--- src/hnm_pkg.sv ---
package hnm_pkg;

    localparam int MAX_WIDTH = 4096;
    localparam int MAX_HEIGHT = 4096;
    localparam int COORD_W = 12;
    localparam int SIZE_W = 13;
    localparam int GAIN_W = 14;
    localparam int CFG_DATA_W = 14;
    localparam int CFG_INDEX_W = 2;
    localparam int MEM_ADDR_W = $clog2(MAX_WIDTH);

    localparam logic [CFG_INDEX_W-1:0] CFG_IMAGE_WIDTH = 2'd0;
    localparam logic [CFG_INDEX_W-1:0] CFG_IMAGE_HEIGHT = 2'd1;
    localparam logic [CFG_INDEX_W-1:0] CFG_BUMP_GAIN = 2'd2;

    localparam logic [SIZE_W-1:0] SIZE_MIN = 13'd3;
    localparam logic [SIZE_W-1:0] WIDTH_MAX = SIZE_W'(MAX_WIDTH);
    localparam logic [SIZE_W-1:0] HEIGHT_MAX = SIZE_W'(MAX_HEIGHT);
    localparam logic [SIZE_W-1:0] WIDTH_RESET = 13'd512;
    localparam logic [SIZE_W-1:0] HEIGHT_RESET = 13'd512;
    localparam logic [GAIN_W-1:0] GAIN_RESET = 14'd2048;
    localparam logic [GAIN_W-1:0] GAIN_MAX = 14'd8192;
    localparam logic [20:0] DEPTH_UNIT = 21'd65280;

    localparam logic [1:0] COMP_RED = 2'd0;
    localparam logic [1:0] COMP_GREEN = 2'd1;
    localparam logic [1:0] COMP_BLUE = 2'd2;

    typedef enum logic [3:0] {
        ST_IDLE,
        ST_WIN,
        ST_MUL,
        ST_SQ,
        ST_SUM,
        ST_PM,
        ST_PM2,
        ST_MM,
        ST_PP,
        ST_LHS,
        ST_CMP,
        ST_EMIT
    } state_t;

    typedef struct packed {
        logic accept;
        logic win;
        logic mul;
        logic sq;
        logic sum;
        logic pm;
        logic pm2;
        logic mm;
        logic pp;
        logic lhs;
        logic cmp;
        logic emit_adv;
    } cmd_t;

    typedef struct packed {
        logic has_result;
        logic bit_last;
        logic comp_last;
        logic slot_valid;
        logic slot_last;
    } sts_t;

endpackage

--- src/hnm_ctrl.sv ---
module hnm_ctrl (
    input  logic           clk,
    input  logic           rst_n,
    input  logic           in_valid,
    output logic           in_ready,
    output logic           out_valid,
    input  logic           out_ready,
    input  hnm_pkg::sts_t  sts,
    output hnm_pkg::cmd_t  cmd
);

    hnm_pkg::state_t state_reg;
    hnm_pkg::state_t state_next;

    always_ff @(posedge clk or negedge rst_n)
    begin
        if (!rst_n)
        begin
            state_reg <= hnm_pkg::ST_IDLE;
        end
        else
        begin
            state_reg <= state_next;
        end
    end

    always_comb
    begin
        state_next = state_reg;
        case (state_reg)
            hnm_pkg::ST_IDLE:
            begin
                if (in_valid)
                begin
                    state_next = hnm_pkg::ST_WIN;
                end
            end
            hnm_pkg::ST_WIN:
            begin
                state_next = sts.has_result ? hnm_pkg::ST_MUL : hnm_pkg::ST_IDLE;
            end
            hnm_pkg::ST_MUL: state_next = hnm_pkg::ST_SQ;
            hnm_pkg::ST_SQ:  state_next = hnm_pkg::ST_SUM;
            hnm_pkg::ST_SUM: state_next = hnm_pkg::ST_PM;
            hnm_pkg::ST_PM:  state_next = hnm_pkg::ST_PM2;
            hnm_pkg::ST_PM2: state_next = hnm_pkg::ST_MM;
            hnm_pkg::ST_MM:  state_next = hnm_pkg::ST_PP;
            hnm_pkg::ST_PP:  state_next = hnm_pkg::ST_LHS;
            hnm_pkg::ST_LHS: state_next = hnm_pkg::ST_CMP;
            hnm_pkg::ST_CMP:
            begin
                if (!sts.bit_last)
                begin
                    state_next = hnm_pkg::ST_MM;
                end
                else if (!sts.comp_last)
                begin
                    state_next = hnm_pkg::ST_PM;
                end
                else
                begin
                    state_next = hnm_pkg::ST_EMIT;
                end
            end
            hnm_pkg::ST_EMIT:
            begin
                if (sts.slot_valid && out_ready && sts.slot_last)
                begin
                    state_next = hnm_pkg::ST_IDLE;
                end
            end
            default: state_next = hnm_pkg::ST_IDLE;
        endcase
    end

    always_comb
    begin
        cmd = '0;
        in_ready = 1'b0;
        out_valid = 1'b0;
        case (state_reg)
            hnm_pkg::ST_IDLE:
            begin
                in_ready = 1'b1;
                cmd.accept = in_valid;
            end
            hnm_pkg::ST_WIN: cmd.win = 1'b1;
            hnm_pkg::ST_MUL: cmd.mul = 1'b1;
            hnm_pkg::ST_SQ:  cmd.sq = 1'b1;
            hnm_pkg::ST_SUM: cmd.sum = 1'b1;
            hnm_pkg::ST_PM:  cmd.pm = 1'b1;
            hnm_pkg::ST_PM2: cmd.pm2 = 1'b1;
            hnm_pkg::ST_MM:  cmd.mm = 1'b1;
            hnm_pkg::ST_PP:  cmd.pp = 1'b1;
            hnm_pkg::ST_LHS: cmd.lhs = 1'b1;
            hnm_pkg::ST_CMP: cmd.cmp = 1'b1;
            hnm_pkg::ST_EMIT:
            begin
                out_valid = sts.slot_valid;
                // skip slots with no copy, hold on a stalled beat
                cmd.emit_adv = !sts.slot_valid || out_ready;
            end
            default: cmd = '0;
        endcase
    end

endmodule

--- config.mk ---
export PLATFORM = sky130hd
export DESIGN_NAME = hnm_ctrl
export DESIGN_NICKNAME = d
export VERILOG_FILES = /design/src/hnm_pkg.sv /design/src/hnm_ctrl.sv
export SDC_FILE = /design/constraint.sdc
export NUM_CORES = 1
export LEC_CHECK = 0
export BUFFER_PORTS_ARGS = -buffer_cell sky130_fd_sc_hd__buf_2
export CORE_AREA = 8 8 45 47
export CTS_CLUSTER_SIZE = 20
export DETAILED_ROUTE_END_ITERATION = 6
export DIE_AREA = 0 0 53 55
export GPL_TIMING_DRIVEN = 0
export SLEW_MARGIN = 20
export SYNTH_ARGS = -nofsm -noshare
export SYNTH_HDL_FRONTEND = slang
export SYNTH_SLANG_ARGS = --single-unit
--- constraint.sdc ---
create_clock -name clk -period 1.25 [get_ports clk]
set_input_delay 0.125 -clock clk [delete_from_list [all_inputs] [get_ports clk]]
set_output_delay 0.125 -clock clk [all_outputs]
set_load 0.02 [all_outputs]
==> results_dict.tcl <==
set metrics [dict create \
    run_status "complete, but fails checks" \
    violations "negative setup slack" \
    gp_congestion 0.7871 \
    cts_buffers 3 \
    final_cells 100 \
    drive_gt1_share_pct 71.43 \
    syn_area_per_cell_um2 8.412 \
    syn_to_final_growth_pct 101.9 \
    cp.required_ns 1.12 \
    min_path_cells 3 \
    dp_cells 85 \
    h-tree-depth 1 \
    cp.arrival_ns 1.26 \
    path_clk_slew_ns 0.03 \
    final_antenna_net_count 0 \
    grt_max_degree 11 \
    grt_remaining_overflow 0 \
    finalSetupViolations 14 \
    coreArea_mm2 0.001384 \
    leakagePower_nw 0.3717 \
    layout_setup_ws_ns -0.1355 \
    rows 14 \
    r2r_cells 4 \
    rsz0062_at_grt "yes" \
    initial_utilization_pct 28.57 \
    synth-seq-area-share_pct 25.32 \
    grt_usage_pct 9.589 \
    worst_slew_pin_slew_ns 0.1966 \
    vias 478 \
    hold_path.class "primary input to flop" \
    die_area_mm2 0.002915 \
    report.final.slew_viol_count 0 \
    fmax_ghz 0.7218 \
    ys_types 22 \
    die_y_um 55 \
    crit_fanout 5 \
    critPathLaunch "state_reg[2]" \
    hold_viol_final 0 \
    netlist_area_um2 395.4 \
    via_per_inst 4.780 \
    post-dp-hpwl_um 882.8 \
    cts_root_buf "clkbuf_4" \
    postSynthCellCount 47 \
    ys_ff_latch 4 \
    seq_power_share_pct 11.0 \
    fin_skew_ns 0.0006476 \
    yosys-top-cells-area "dfrtp_1, nor3_1, buf_6" \
    drc 0 \
    cap_violations 0 \
    die_w_um 53 \
    worstSetupPathType "flop to primary output" \
    multi_input_area_um2 337.8 \
    fin_tns_setup_ns -0.8957 \
    synth_top_cells_by_count "nor3_1, nor2_1, dfrtp_1, nand2b_1, buf_6" \
    period_minus_slack_ns 1.385 \
    yosysMostFrequentCell "nor3_1" \
    period_share_pct 110.8 \
    cts.sinks 4 \
    register_area_um2 100.1 \
    dr.first_iter.drc_count 4 \
    ys.flop_type "dfrtp_1" \
    num_antenna_cells 0 \
    powerDensity_mw_per_mm2 2520 \
    r2r_start "state_reg[2]" \
    grt_pass1_vias 483 \
    holdCritStartpoint "sts[2]" \
    insertion_delay_ns 0.23 \
    clkPwrFrac_pct 7.5 \
    yosys_warnings 0 \
    internal_power_mw 1.114 \
    dr.pass1.iters 2 \
    avgRoutedWirePerCell_um 13.19 \
    grt_pass1_wl_um 2111 \
    netSwitchingFraction_pct 44.62 \
    ir_worst_vdd_v 0.0009498 \
    p_comb_share_pct 81.5 \
    routed_wirelength_um 1319 \
    switchingPower_mw 0.8975 \
    final_util_pct 57.69 \
    clockBufferDepth 2 \
    io_pins 23 \
    synth-async-reset-ratio_pct 100.0 \
    synth_top_area_cell "dfrtp_1" \
    endpoint_kind "primary output" \
    slew-limit-headroom_pct 86.79 \
    largest_register_ffs 4 \
    synth_edf_count 0 \
    portBuffers 22 \
    setup.worst_path.start_class "flop" \
    cts_tree "done" \
    yosysTopAreaCellShare_pct 25.32 \
    fillers 131 \
    synth_nets 56 \
    antenna_found_initial 0 \
    final_nets 95 \
]
## layout by cell type, fill, tap and decap left out, drive strengths merged, types with 2 or more instances in the layout
| cell type | n |
|---|---|
| nand2b | 5 |
| a21oi | 2 |
| dfrtp | 4 |
| nor3 | 8 |
| buf | 38 |
| clkbuf | 3 |
| nand2 | 3 |
| nor2 | 8 |
| o21a | 2 |
## kinds of logic after synthesis
group | after synthesis | synth area share [%]
buffers and inverters | 6 | 13.29
AND/OR/NAND/NOR | 28 | 42.09
flip-flops | 4 | 25.32
AO/OA/AOI/OAI | 8 | 17.09
XOR/XNOR | 1 | 2.216
## what timing repair did
| item | CTS | global route |
|---|---|---|
| endpoints found under the hold margin | 4 | 0 |
| pin swaps | 4 | 4 |
| hold buffers | 1 | 0 |
| resized for setup | 28 | 9 |
| endpoints found under the setup margin | 14 | 14 |
| buffers inserted | 10 | 2 |
## cell type report
class | count | share of cell area (%)
multi-input cells | 37 | 42.32
inverters | 1 | 0.4702
flip-flops and latches | 4 | 12.54
repair buffers | 35 | 33.70
well taps | 16 | 2.508
plain buffers | 4 | 5.643
clock buffers | 3 | 2.821
## stage by stage
step / worst slack, ns / power (mW) / cell area (um2) / hold slack, ns
after floorplan: -0.03411 / 1.081 / 427.9 / -0.1706
after global placement: 0.01643 / 1.322 / 558.0 / -0.06756
after detailed placement: 0.02602 / 1.329 / 558.0 / -0.06887
after CTS: -0.1676 / 1.902 / 744.5 / 0.1994
after global routing: -0.2496 / 2.155 / 798.3 / 0.2398
final: -0.1355 / 2.011 / 798.3 / 0.2179
## worst max-delay path, stage by stage, from the launching register on
cell and delay (ns):
dfrtp_1 0.36, buf_6 0.13, nor4_4 0.26, and2_4 0.17, buf_6 0.11
## final timing paths
check | to | slack, ns
worst max-delay path | cmd[11] | -0.14
worst min-delay path | state_reg[2] | 0.22
worst max register to register | state_reg[1] | 0.05
worst min register to register | state_reg[2] | 0.62
max in group asynchronous | state_reg[3] | 0.90
min in group asynchronous | state_reg[2] | 0.23
## power by group through the flow
stage / logic [mW] / registers [mW] / clock network, mW
floorplan: 0.868 / 0.213 / 0
global placement: 1.11 / 0.216 / 0
detailed placement: 1.11 / 0.218 / 0
CTS: 1.51 / 0.224 / 0.165
global route: 1.76 / 0.226 / 0.165
finish: 1.64 / 0.221 / 0.150
## metal layers
| layer | track usage, % | share of wire [%] |
|---|---|---|
| met1 | 9.954 | 37 |
| met2 | 15.82 | 49 |
| met3 | 5.348 | 13 |
| met4 | 3.879 | 0.61 |
| met5 | 0 | 0 |
Note: power is estimated with default switching activity, not from simulation.
